File: src/rtl/tcfe_pkg.sv
// shared types, constants and tables for the tilt complementary filter
package tcfe_pkg;

  localparam int CordicSteps = 16;
  localparam int StepW = $clog2(CordicSteps + 1);
  localparam int CordW = 34;

  typedef enum logic [3:0] {
    ST_IDLE,
    ST_GYRO,
    ST_CORD_INIT,
    ST_CORD_RUN,
    ST_BLEND,
    ST_CHECK,
    ST_HOME,
    ST_OUT
  } state_e;

  typedef struct packed {
    logic       load;
    logic       gyro;
    logic       cord_init;
    logic       cord_step;
    logic       blend;
    logic       check;
    logic       home;
    logic       out_load;
    logic [1:0] axis;
  } cmd_t;

  typedef struct packed {
    logic mag_ok;
    logic last;
    logic home_set;
  } sts_t;

  localparam logic [1:0] AxisX = 2'd0;
  localparam logic [1:0] AxisY = 2'd1;
  localparam logic [1:0] AxisZ = 2'd2;

  localparam logic [1:0] EvNone  = 2'd0;
  localparam logic [1:0] EvShort = 2'd1;
  localparam logic [1:0] EvLong  = 2'd2;

  localparam logic [1:0] ModeXy = 2'd1;
  localparam logic [1:0] ModeZ  = 2'd2;

  localparam logic [2:0] RegGyroScale = 3'd0;
  localparam logic [2:0] RegAxisMode  = 3'd1;
  localparam logic [2:0] RegMagLow    = 3'd2;
  localparam logic [2:0] RegMagHigh   = 3'd3;
  localparam logic [2:0] RegCalib     = 3'd4;
  localparam logic [2:0] RegRearm     = 3'd5;
  localparam logic [2:0] RegShort     = 3'd6;
  localparam logic [2:0] RegLong      = 3'd7;

  function automatic logic signed [31:0] atan_deg(input logic [4:0] i);
    logic signed [31:0] r;
    unique case (i)
      5'd0: r = 32'sd2949120;  5'd1: r = 32'sd1740967;
      5'd2: r = 32'sd919879;   5'd3: r = 32'sd466945;
      5'd4: r = 32'sd234379;   5'd5: r = 32'sd117304;
      5'd6: r = 32'sd58666;    5'd7: r = 32'sd29335;
      5'd8: r = 32'sd14668;    5'd9: r = 32'sd7334;
      5'd10: r = 32'sd3667;    5'd11: r = 32'sd1833;
      5'd12: r = 32'sd917;     5'd13: r = 32'sd458;
      5'd14: r = 32'sd229;     5'd15: r = 32'sd115;
      5'd16: r = 32'sd57;      5'd17: r = 32'sd29;
      5'd18: r = 32'sd14;      5'd19: r = 32'sd7;
      5'd20: r = 32'sd4;       5'd21: r = 32'sd2;
      5'd22: r = 32'sd1;       default: r = 32'sd0;
    endcase
    return r;
  endfunction

  function automatic logic signed [31:0] sat32(input logic signed [47:0] v);
    logic signed [31:0] r;
    if (v > 48'sh0000_7FFF_FFFF) r = 32'sh7FFF_FFFF;
    else if (v < -48'sh0000_8000_0000) r = 32'sh8000_0000;
    else r = v[31:0];
    return r;
  endfunction

  function automatic logic signed [16:0] trunc_deg(input logic signed [31:0] a);
    logic signed [32:0] m;
    logic signed [16:0] r;
    m = (a < 0) ? -{a[31], a} : {a[31], a};
    r = m[32:16];
    return (a < 0) ? -r : r;
  endfunction

endpackage

File: src/rtl/tcfe_ctrl.sv
// sequencer per sample: gyro, 3 cordic+blend if mag ok, event check, home, output
module tcfe_ctrl (
  input  logic               clk_i,
  input  logic               rst_ni,
  input  logic               in_valid_i,
  output logic               in_stall_o,
  output logic               out_valid_o,
  input  logic               out_stall_i,
  input  tcfe_pkg::sts_t     sts_i,
  output tcfe_pkg::cmd_t     cmd_o
);

  tcfe_pkg::state_e state_q, state_d;
  logic [tcfe_pkg::StepW-1:0] step_q, step_d;
  logic [1:0] axis_q, axis_d;
  logic out_valid_q, out_valid_d;

  always_ff @(posedge clk_i or negedge rst_ni) begin
    if (!rst_ni) begin
      state_q     <= tcfe_pkg::ST_IDLE;
      step_q      <= '0;
      axis_q      <= tcfe_pkg::AxisX;
      out_valid_q <= 1'b0;
    end else begin
      state_q     <= state_d;
      step_q      <= step_d;
      axis_q      <= axis_d;
      out_valid_q <= out_valid_d;
    end
  end

  always_comb begin
    state_d     = state_q;
    step_d      = step_q;
    axis_d      = axis_q;
    out_valid_d = out_valid_q && out_stall_i;
    cmd_o       = '0;
    cmd_o.axis  = axis_q;
    in_stall_o  = (state_q != tcfe_pkg::ST_IDLE);
    unique case (state_q)
      tcfe_pkg::ST_IDLE: begin
        if (in_valid_i) begin
          cmd_o.load = 1'b1;
          state_d    = tcfe_pkg::ST_GYRO;
        end
      end
      tcfe_pkg::ST_GYRO: begin
        cmd_o.gyro = 1'b1;
        axis_d     = tcfe_pkg::AxisX;
        state_d    = tcfe_pkg::ST_CORD_INIT;
      end
      tcfe_pkg::ST_CORD_INIT: begin
        if (sts_i.mag_ok) begin
          cmd_o.cord_init = 1'b1;
          step_d          = '0;
          state_d         = tcfe_pkg::ST_CORD_RUN;
        end else begin
          state_d = tcfe_pkg::ST_CHECK;
        end
      end
      tcfe_pkg::ST_CORD_RUN: begin
        cmd_o.cord_step = 1'b1;
        step_d          = step_q + 1'b1;
        if (step_q == tcfe_pkg::StepW'(tcfe_pkg::CordicSteps - 1)) begin
          state_d = tcfe_pkg::ST_BLEND;
        end
      end
      tcfe_pkg::ST_BLEND: begin
        cmd_o.blend = 1'b1;
        if (axis_q == tcfe_pkg::AxisZ) begin
          state_d = tcfe_pkg::ST_CHECK;
        end else begin
          axis_d          = axis_q + 1'b1;
          cmd_o.cord_init = 1'b0;
          state_d         = tcfe_pkg::ST_CORD_INIT;
        end
      end
      tcfe_pkg::ST_CHECK: begin
        cmd_o.check = 1'b1;
        state_d     = tcfe_pkg::ST_HOME;
      end
      tcfe_pkg::ST_HOME: begin
        cmd_o.home = 1'b1;
        state_d    = tcfe_pkg::ST_OUT;
      end
      tcfe_pkg::ST_OUT: begin
        if (!out_valid_q || !out_stall_i) begin
          cmd_o.out_load = 1'b1;
          out_valid_d    = 1'b1;
          state_d        = tcfe_pkg::ST_IDLE;
        end
      end
      default: state_d = tcfe_pkg::ST_IDLE;
    endcase
  end

  assign out_valid_o = out_valid_q;

  property p_step_bound;
    @(posedge clk_i) disable iff (!rst_ni)
      state_q == tcfe_pkg::ST_CORD_RUN |-> step_q < tcfe_pkg::StepW'(tcfe_pkg::CordicSteps);
  endproperty
  a_step_bound: assert property (p_step_bound) else $error("cordic step overrun");

  a_out_hold: assert property (@(posedge clk_i) disable iff (!rst_ni)
    out_valid_q && out_stall_i |=> out_valid_q) else $error("result dropped");

  a_load_idle: assert property (@(posedge clk_i) disable iff (!rst_ni)
    cmd_o.load |-> state_q == tcfe_pkg::ST_IDLE) else $error("load outside idle");

endmodule

File: config.mk
export PLATFORM = sky130hd
export DESIGN_NAME = tcfe_ctrl
export DESIGN_NICKNAME = d
export VERILOG_FILES = /design/src/rtl/tcfe_pkg.sv /design/src/rtl/tcfe_ctrl.sv
export SDC_FILE = /design/constraint.sdc
export NUM_CORES = 1
export LEC_CHECK = 0
export BUFFER_PORTS_ARGS = -buffer_cell sky130_fd_sc_hd__buf_2
export CORE_MARGIN = 5
export CORE_UTILIZATION = 45
export CTS_CLUSTER_DIAMETER = 100
export CTS_CLUSTER_SIZE = 25
export DETAILED_ROUTE_END_ITERATION = 6
export PLACE_DENSITY = 0.81
export SLEW_MARGIN = 20
export SYNTH_ARGS = -nofsm -noshare
export SYNTH_HDL_FRONTEND = slang
export SYNTH_SLANG_ARGS = --single-unit
File: constraint.sdc
create_clock -name clk_i -period 1.55 [get_ports clk_i]
set_clock_uncertainty 0.05 [all_clocks]
set_input_delay 0.31 -clock clk_i [delete_from_list [all_inputs] [get_ports clk_i]]
set_output_delay 0.31 -clock clk_i [all_outputs]
set_load 0.01 [all_outputs]
==> results by stage, run 1 <==
Synth:
- The synthesized netlist cell count is 73.
- The average size of a mapped cell is 9.55 sq um.
- Yosys attributes the largest share of cell area to sky130_fd_sc_hd__dfrtp_1 39%, sky130_fd_sc_hd__ha_1 5.4%, sky130_fd_sc_hd__nand2_1 4.3%.
- Summing every instance area after synthesis gives 697 sq um.
- Summed over all instances, the cell type with the most area after synthesis is sky130_fd_sc_hd__dfrtp_1.
- The portion of the post-synthesis area used by sequential elements is 39.5%.
- The total number of yosys warnings is 0.
- The share of the synthesized area in the top cell type is 39.5%.
- The most used flip-flop cell after synthesis is sky130_fd_sc_hd__dfrtp_1.
- The number of unique standard cell types used by synthesis is 34.
- The fraction of registers with async set/reset is 100%.
- In this run, synthesis produced a sequential element count of 11.
- The total nets after synthesis is 83.
- The number of enable-type register cells in the synthesized netlist is 0.

Global routing:
- The remaining global-route overflow is 0.
- The number of global-route vias before repair is 700.
- The initial antenna violation count is 0.
- In the global route stage, met2 resource usage came out at 26.4%.
- The busiest layer in global routing is met2.
- Entering global routing, the biggest net connects 12 pins.
- The first-pass GRT wire length is 3130 um.
- The global-route track usage on met1 is 19.9%.
- The met3 track demand over resource in global routing is 4.89%.
- For this run, the total global-route usage over all layers was measured as 16.0%.

Routing:
- The post-route antenna net violation count is 0.
- The first detailed-routing pass ran for 4 iterations.
- After detailed routing, the average wire length per cell comes to 15.9 um.
- In the routed layout, each cell is associated on average with a via count of 5.71.
- The total routed wirelength is 2050 um.
- The count of routing violations after the opening detailed-route iteration is 23.
- After detailed routing, the number of remaining DRC violations is 0.
- The via count of the routed design is 737.

Timing:
- Setup violations remaining at the end of the flow were counted as 7.
- The share of the clock period used by the worst path is 107%.
- The actual slew at the worst max-slew pin is 280 ps.
- The max-slew headroom at the worst pin is 81.1%.
- The summed negative setup slack over all endpoints is -504 ps.
- Setup repair after global routing could not meet its margin everywhere.
- The final critical-path required period is 1660 ps.
- The count of final hold-check violations came to 0.
- The maximum clock rate is 602 MHz.
- The max-slew violation count is 0.
- The final critical-path setup slack is -112 ps.

Worst setup path:
- STA puts the critical path data required time at 1190 ps.
- The start-to-end type of the worst setup path is register to output pin.
- The sort of element at the end of the critical path is an output pin.
- The startpoint of the worst setup timing path is state_q[1].
- The maximum fanout along the worst path is 4.
- The startpoint identified for the worst register-to-register timing path is step_q[1].
- STA classifies the critical path startpoint as a register.
- At the worst endpoint, the arrival time is 1300 ps.

Clock tree:
- The clock tree from TritonCTS is yes.
- The later pin in the worst-skew pair is clocked with a latency of 270 ps.
- The tree is rooted in a sky130_fd_sc_hd__clkbuf_4.
- The clock net sink count is 11.
- The clock tree buffer depth is 2.
- In this run the number of H-tree levels came out at 1.
- Buffers inserted during clock tree synthesis total 3.
- The clock slew at the register clock pins of the worst setup and hold paths is 80 ps.

Min path:
- In this run the most critical hold path is launched from out_stall_i.
- The worst hold path belongs to the class input pin to register.

Layout:
- The repair_antennas step left the layout with diodes totalling 0.
- The number of nets in the layout is 124.
- The filler cells instantiated in the layout total 107.
- The final cell count without fillers is 129.
- The share of cells above drive strength 1 is 54.0%.
- From synthesis to final layout, the design area changed by 53.5%.
- In the layout the commonest cells are 19 x sky130_fd_sc_hd__buf_4, 16 x sky130_fd_sc_hd__buf_2, 8 x sky130_fd_sc_hd__nand2_1, 8 x sky130_fd_sc_hd__dfrtp_1, 5 x sky130_fd_sc_hd__buf_6.
- Leaving out fill and tap cells, the most frequent cell in the layout is sky130_fd_sc_hd__buf_4.

Power:
- In this run the static leakage power is 0.528 nW.
- The largest voltage drop on the vdd net is 0.00120 V.
- Power spread over the standard cell area amounts to 2190 mW/mm^2.

Placement:
- The cell count after placement is 109.
- After legalization and detailed placement, the total HPWL measured 1140 um.
- The total of buffers placed on input and output ports is 16.
- The global placement routability congestion is 0.747.

Floorplan:
- The initial core utilization is 46.8%.
- In this run the core area contains 14 standard-cell rows.
- The floorplan step defined a die boundary enclosing 0.00244 sq mm.
- The die is 49.4 um tall.
- The core box area is 0.00149 sq mm.
- The floorplan die width is 49.4 um.
- 19 I/O pins were placed.

Run:
- Max-cap violations in this run came to 0.

Status:
- The final reports fail on setup timing.
- The run finished, with violations left.
kinds of logic (layout without fill, tap and decap cells):
family	after synthesis	after routing	share of synthesized area, %
buffers and inverters	9	49	6.64
flip-flops	11	11	39.5
AO/OA/AOI/OAI	21	21	23.0
AND/OR/NAND/NOR	27	27	22.8
XOR/XNOR	1	1	1.26
adder cells (fa/ha/maj)	3	3	5.39
multiplexers	1	1	1.44
power by group:
part	total, W	switching [W]	internal, W
logic	0.00158	0.000738	0.000844
clock network	0.000203	0.000104	0.0000996
registers	0.000560	0.000136	0.000424
total	0.00234	0.000978	0.00137
layout make-up:
cell class	instances	area [sq um]	area share, %
clock buffers	4	26.3	2.46
repair buffers	41	289	27.0
inverters	4	15.0	1.40
well taps	16	20.0	1.87
flip-flops and latches	11	279	26.1
multi-input cells	53	440	41.2
repair_timing:
item,CTS,global route
hold buffers,1,0
hold endpoints to repair,11,0
gates cloned,0,0
buffers inserted,10,7
pin swaps,4,5
endpoints found under the setup margin,11,12
gates resized for setup,8,15
worst paths after layout:
| kind | slack [ps] | cells past startpoint | end |
|---|---|---|---|
| max | -110 | 3 | cmd_o[9] |
| min reg2reg | 510 | 1 | axis_q[1] |
| max reg2reg | 30 | 6 | state_q[2] |
| max in group asynchronous | 830 | 2 | state_q[2] |
| min in group asynchronous | 390 | 2 | axis_q[1] |
| min | 300 | 3 | out_valid_o |
routing by layer:
layer | vias up | routed length, um
met5 | - | 0
met2 | 22 | 1000
met1 | 360 | 877
li1 | 349 | -
met4 | 0 | 41
met3 | 6 | 122
registers in the layout (all words and copies together) (netlist names):
register / count
step_q: 5
state_q: 3
axis_q: 2
out_valid_o: 1
critical path, cell delays in order (launching register included):
cell and delay (ps):
sky130_fd_sc_hd__dfrtp_2 430, sky130_fd_sc_hd__or3_4 400, sky130_fd_sc_hd__nor2_2 70, sky130_fd_sc_hd__buf_2 130
cells in the mapped netlist (2+ instances only):
master / instances
sky130_fd_sc_hd__dfrtp_1: 11
sky130_fd_sc_hd__ha_1: 3
sky130_fd_sc_hd__a22o_1: 2
sky130_fd_sc_hd__o22ai_1: 3
sky130_fd_sc_hd__nand3_1: 2
sky130_fd_sc_hd__o32a_1: 2
sky130_fd_sc_hd__o21ai_0: 2
sky130_fd_sc_hd__o21bai_1: 2
sky130_fd_sc_hd__inv_1: 4
sky130_fd_sc_hd__buf_2: 4
sky130_fd_sc_hd__o21a_1: 2
sky130_fd_sc_hd__nand2_1: 8
sky130_fd_sc_hd__nor3b_1: 2
sky130_fd_sc_hd__a21oi_1: 3
sky130_fd_sc_hd__nor2_1: 4
metrics by stage:
step / area, sq um / total power (W) / hold slack (ps) / setup slack, ps / utilization, %
floorplan: 697 / 0.00128 / -35.6 / 23.7 / -
global placement: 833 / 0.00157 / 140 / -5.63 / 56.0
detailed placement: 833 / 0.00162 / 144 / -12.7 / 56.0
CTS: 960 / 0.00203 / 273 / -118 / 64.5
global route: 1070 / 0.00252 / 330 / -176 / 71.8
finish: 1070 / 0.00234 / 304 / -112 / 71.8
(Power assumes the default switching activity.)
==> run 2: changes to the inputs <==
Settings changed: PLACE_DENSITY 0.81 to 0.73, SKIP_LAST_GASP from default to 1.
==> run 2 against run 1 <==
  * The flow still finishes with violations (setup timing)
  * Power decreased by 12%
  * Cell area decreased by 8.0%
  * Via count decreased by 9.9%
  * Largest cell class unchanged
  * Core utilization decreased by 5.7 points
  * Sequential power decreased by 3%
  * Non-clock buffer count decreased by 5
  * Combinational power decreased by 17%
  * Flip-flop and latch count unchanged
  * Register-to-register slack about the same
  * Worst setup slack improved by 4.2 ps
==> results by stage, run 2 (synthesis gave the netlist of run 1 again) <==
Timing:
- The number of endpoints failing setup at the final stage is 8.
- The count of final hold-check violations is 0.
- For the final routed database, the setup TNS stands at -288 ps.
- The max-slew violation count came to 0.
- The maximum clock rate is 603 MHz.
- The final critical-path setup slack is -108 ps.
- The smallest clock period supported by the final layout is computed as 1660 ps.
- After layout, the worst path uses 107% of the clock period.
- For the pin with the worst max-slew slack, the measured transition is 294 ps.
- The max-slew headroom at the worst pin is 80.2%.
- Setup repair after global routing could not meet its margin everywhere.

Global routing:
- The remaining global-route overflow is 0.
- The maximum number of pins on one net before global-route repair is 13.
- The number of global-route vias before repair is 654.
- The combined global-route utilization of all metal layers is 15.2%.
- The initial antenna violation count is 0.
- The first global-routing pass estimated 2900 um of wire.

Clock tree:
- The library cell used as clock root buffer is sky130_fd_sc_hd__clkbuf_4.
- Counting the buffers created by CTS gives 3.
- The number of H-tree levels is 1.
- The clock tree from TritonCTS is yes.
- The clock net sink count is 11.
- After clock tree synthesis, the clock-pin slew on the worst setup and hold paths is 70 ps.
- Counting along the longest clock path gives a buffer depth of 2.
- Clock latency on the worst-skew pair, taken at its later pin, is 270 ps.

Power:
- In this run the static leakage power is 0.488 nW.
- Total power for the finished layout comes to 0.00206 W.
- The areal power density over the cells is 2090 mW/mm^2.
- The largest voltage drop on the vdd net is 0.00109 V.

Floorplan:
- The die outline area is 0.00244 sq mm.
- The floorplan die width is 49.4 um.
- The floorplan die height is 49.4 um.
- The cell row count is 14.
- During I/O placement, the number of pins put on the boundary was 19.
- After floorplanning, the core was sized to cover 0.00149 sq mm.
- For this configuration, the core starts out at a cell density of 46.8%.

Routing:
- The total DRC errors in the routed layout is 0.
- The pre-antenna-repair detailed-routing pass consisted of 4 iterations.
- For this block, the routed nets add up to 1660 um of wire.
- Detailed routing inserted a total of 664 vias.
- The routed via count divided by cell count is 5.35.
- The post-route antenna net violation count is 0.
- After detailed routing, the average wire length per cell comes to 13.4 um.
- In this run, the number of DRC markers left after iteration 0 of detailed routing was 4.

Worst setup path:
- The worst setup path is captured at an output pin.
- The worst setup path is of the register to output pin kind.
- The worst setup path is launched from a register.
- The data arrival time at the worst-slack endpoint is 1300 ps.
- Along the worst path, the maximum fanout reaches 5.
- The data required time at the worst endpoint is 1190 ps.

Placement:
- At the end of routability-driven placement, the weighted congestion stood at 0.810.
- After legalization and detailed placement, the total HPWL measured 1160 um.
- The cell count after placement is 110.
- Input and output buffers added on the ports amount to 16.
- After detailed placement, the total cell area comes to 841 sq um.

Layout:
- Leaving out fill and tap cells, the most frequent cells in the layout are 18 x sky130_fd_sc_hd__buf_4, 15 x sky130_fd_sc_hd__buf_2, 9 x sky130_fd_sc_hd__dfrtp_1.
- From synthesis to final layout, the design area changed by 41.3%.
- The net count of the finished layout is 119.
- The commonest non-fill, non-tap cell in the layout is sky130_fd_sc_hd__buf_4.
- The repair_antennas step left the layout with diodes totalling 0.
- The largest registers in the layout are step_q: 5 flops, state_q: 3 flops, axis_q: 2 flops.
- Summing all non-filler instances in the final layout gives an area of 985 sq um.
- The share of cells above drive strength 1 is 45.4%.
- The register with the most flip-flops in the layout has 5 of them.
- The final cell count without fillers is 124.
- The register with the most flip-flops is step_q.

Min path:
- The path class of the tightest hold or removal check is input pin to register.

Status:
- The flow ran to the end, but the final reports show violations.
- The final reports fail on setup timing.

Run:
- Across the run, the number of max-cap violations was 0.
[run 2: area by class of cell]
| cell class | count | area (sq um) |
|---|---|---|
| fill | 126 | 504 |
| timing repair buffer | 36 | 235 |
| multi-input combinational | 53 | 410 |
| sequential | 11 | 278 |
| inverter | 4 | 15.0 |
| tap | 16 | 20.0 |
| clock buffer | 4 | 26.3 |
[run 2: worst paths after layout]
kind	end	from	cells after the start	slack [ps]
max reg2reg	state_q[0]	step_q[1]	6	20
max	cmd_o[9]	state_q[0]	3	-110
min	out_valid_o	out_stall_i	3	270
max in group asynchronous	state_q[0]	rst_ni	2	830
min reg2reg	step_q[4]	step_q[4]	2	510
min in group asynchronous	step_q[3]	rst_ni	2	380
[run 2: what timing repair did]
item / in CTS / in global routing
gates cloned: 0 / 0
setup buffers: 8 / 1
hold endpoints to repair: 11 / 0
pin swaps: 4 / 1
setup endpoints to repair: 12 / 11
resized for setup: 8 / 3
hold buffers: 1 / 0
[run 2: per-stage QoR]
step	utilization [%]	hold slack (ps)	setup WS, ps
after floorplan	-	-35.6	23.7
after detailed placement	56.5	150	-44.2
after CTS	64.5	258	-116
after global placement	56.5	147	-21.5
final	66.1	265	-108
after global routing	66.1	287	-162
[run 2: routing by layer]
layer  routed length [um]  vias up  track usage, %
met5                    0        -               0
met4                   23        0            5.38
met3                   66        2            3.36
met2                  850       12            26.6
met1                  722      316            17.7
li1                     -      334               -
[run 2: power by group]
part | switching, W | internal, W | leakage (nW) | total, W
logic | 0.000615 | 0.000698 | 0.336 | 0.00131
clock network | 0.000106 | 0.0000998 | 0.0150 | 0.000206
registers | 0.000122 | 0.000421 | 0.136 | 0.000543
[run 2: worst max-delay path: stages (launching register included)]
cell and delay, ps:
sky130_fd_sc_hd__dfrtp_2 440, sky130_fd_sc_hd__or3_4 370, sky130_fd_sc_hd__nor2_1 80, sky130_fd_sc_hd__buf_2 130
==> run 3: changes to the inputs <==
==> constraint.sdc (replaced) <==
create_clock -name clk_i -period 1.55 [get_ports clk_i]
set_clock_uncertainty 0.05 [all_clocks]
set_input_delay 0.2325 -clock clk_i [delete_from_list [all_inputs] [get_ports clk_i]]
set_output_delay 0.2325 -clock clk_i [all_outputs]
set_load 0.01 [all_outputs]
==> run 3 against run 2 <==
  * The run still ends with setup timing left
  * Flip-flop and latch count is the same
  * Core utilization shrank 0.42 points
  * Clock-buffer cell count is the same
  * Global-route usage shrank 1.1 points
  * Sequential share of layout area grew 0.31 points
  * Register-to-register slack lost 20 ps
  * Power shrank 1.4%
  * Non-clock buffer count shrank 3
  * Critical path type unchanged
  * Largest power group unchanged
==> results by stage, run 3 (synthesis gave the netlist of run 1 again) <==
Worst setup path:
- The worst setup path is launched from a register.
- In this run the worst path has a maximum fanout of 7.
- The cell count of the worst reg-to-reg path is 6.
- The start-to-end type of the worst setup path is register to output pin.
- Data arrives at the worst endpoint at 1300 ps.
- The sort of element at the end of the critical path is an output pin.
- The data required time at the worst endpoint is 1270 ps.

Layout:
- The number of antenna diodes in the final layout is 0.
- Fill cells in the final layout number 121.
- The area of all sequential standard cells is 279 sq um.
- The register with the most flip-flops is step_q.
- The number of nets in the layout is 116.
- The commonest non-fill, non-tap cell in the layout is sky130_fd_sc_hd__buf_4.
- In the final layout, the registers with the most flip-flops are step_q: 5 flops, state_q: 3 flops, axis_q: 2 flops.
- The register with the most flip-flops in the layout has 5 of them.
- Cells with a size suffix above 1 make up 48.6% of the layout.
- The multi-input combinational cells in the finished layout cover a total of 422 sq um.
- In the layout the commonest cells are 16 x sky130_fd_sc_hd__buf_4, 15 x sky130_fd_sc_hd__buf_2, 8 x sky130_fd_sc_hd__nand2_1, 8 x sky130_fd_sc_hd__dfrtp_1, 4 x sky130_fd_sc_hd__inv_1.
- The area growth from synthesis to layout is 40.4%.
- The cell area after layout is 978 sq um.

Placement:
- The global placement routability congestion is 0.774.
- The pre-CTS setup slack is -30.7 ps.
- Detailed placement ended at an HPWL of 1100 um.
- Input and output buffers added on the ports amount to 16.
- The placed instances occupy a cell area of 818 sq um.

Min path:
- The cell depth of the worst hold path is 3.
- The classification of the worst-slack hold path is input pin to register.

Clock tree:
- The clock latency of the later-clocked register in the worst-skew pair is 270 ps.
- The clock passes through at most 2 buffers.
- TritonCTS built the clock tree.
- The number of buffers created by CTS is 3.
- Clock-pin slew was measured on the worst setup and hold paths at 70 ps.
- CTS built an H-tree with a depth of 1.
- The library cell used as clock root buffer is sky130_fd_sc_hd__clkbuf_4.
- The clock net sink count is 11.

Routing:
- After detailed routing, the number of vias per cell comes to 5.39.
- The detail route stage leaves a number of antenna-violating nets equal to 0.
- For this run, the detailed router's first-pass iteration total came to 4.
- The routed length per placed instance is 14.0 um.
- Across all layers, the routed design uses 652 vias.
- In this run, the number of DRC markers left after iteration 0 of detailed routing was 8.
- The total DRC errors in the routed layout is 0.
- The total routed wirelength is 1700 um.

Global routing:
- The maximum number of pins on one net before global-route repair is 14.
- The number of global-route vias before repair was 644.
- The first-pass GRT wire length is 2710 um.
- The initial antenna violation count is 0.
- The combined global-route utilization of all metal layers is 14.1%.
- For this run the aggregate overflow at the end of global routing stands at 0.

Timing:
- The number of endpoints failing setup at the final stage is 2.
- Setup repair after global routing could not meet its margin everywhere.
- The final critical-path required period is 1580 ps.
- The final critical-path setup slack is -34.8 ps.
- For this run, the top clock speed supported by timing is 631 MHz.
- The count of final hold-check violations came to 0.
- The max-slew headroom at the worst pin is 80.3%.
- The max-slew violation count came to 0.
- For the pin with the worst max-slew slack, the measured transition is 292 ps.
- The share of the clock period used by the worst path is 102%.

Floorplan:
- The initial core utilization is 46.8%.
- The die outline area is 0.00244 sq mm.
- The floorplan die width is 49.4 um.
- The cell row count is 14.
- The floorplan step set the die height to 49.4 um.
- In this run the count of I/O pins placed on the die edge is 19.
- The region available for standard cell placement spans 0.00149 sq mm.

Run:
- The tool flagged a number of max-cap violations equal to 0.

Power:
- The standby leakage power is 0.479 nW.
- The largest voltage drop on the vdd net is 0.00110 V.
- Power spread over the standard cell area amounts to 2080 mW/mm^2.
- The post-route total power is 0.00203 W.

Status:
- The flow ran to the end, but the final reports show violations.
- The final reports fail on setup timing.
run 3: routing by layer:
layer  share of wire, %  track usage (%)
met2                 53             24.2
met5                  0                0
met1                 43             16.4
met3                3.2             2.75
met4               0.59             6.73
run 3: critical path, cell delays in order, from the launching register on:
cell and delay [ps]:
sky130_fd_sc_hd__dfrtp_2 450, sky130_fd_sc_hd__or3_4 390, sky130_fd_sc_hd__nor2_2 80, sky130_fd_sc_hd__buf_2 120
run 3: layout make-up:
| type | count | area share [%] |
|---|---|---|
| multi-input cells | 53 | 43.1 |
| flip-flops and latches | 11 | 28.5 |
| repair buffers | 33 | 22.1 |
| clock buffers | 4 | 2.69 |
| well taps | 16 | 2.05 |
| inverters | 4 | 1.53 |
run 3: stage by stage:
| stage | cells | setup TNS, ps | utilization, % | hold WS [ps] |
|---|---|---|---|---|
| 2_1_floorplan | 73 | 0 | - | -113 |
| 3_3_place_gp | 107 | -39.1 | 55.0 | 69.5 |
| 3_5_place_dp | 107 | -74.7 | 55.0 | 70.6 |
| 4_1_cts | 118 | -49.7 | 61.7 | 190 |
| 5_1_grt | 121 | -392 | 65.7 | 245 |
| 6_report | 121 | -37.3 | 65.7 | 212 |
run 3: path summary, 6_finish.rpt:
kind                             startpoint     endpoint  slack, ps
worst max-delay path             state_q[0]     cmd_o[9]        -30
worst min-delay path            out_stall_i  out_valid_o        210
worst max register to register    step_q[0]   state_q[1]          0
worst min register to register    step_q[4]    step_q[4]        490
max in group asynchronous            rst_ni   state_q[0]        920
min in group asynchronous            rst_ni   state_q[1]        310
run 3: report_power, final:
part	switching [W]	total, W	internal [W]
logic	0.000612	0.00128	0.000670
registers	0.000129	0.000553	0.000424
clock network	0.0000989	0.000198	0.0000995
total	0.000841	0.00203	0.00119
run 3: what timing repair did:
action	CTS	global route
buffers inserted	6	3
hold buffers	1	0
resized for setup	7	8
endpoints found under the hold margin	11	0
setup endpoints to repair	11	10
pin swaps	4	3
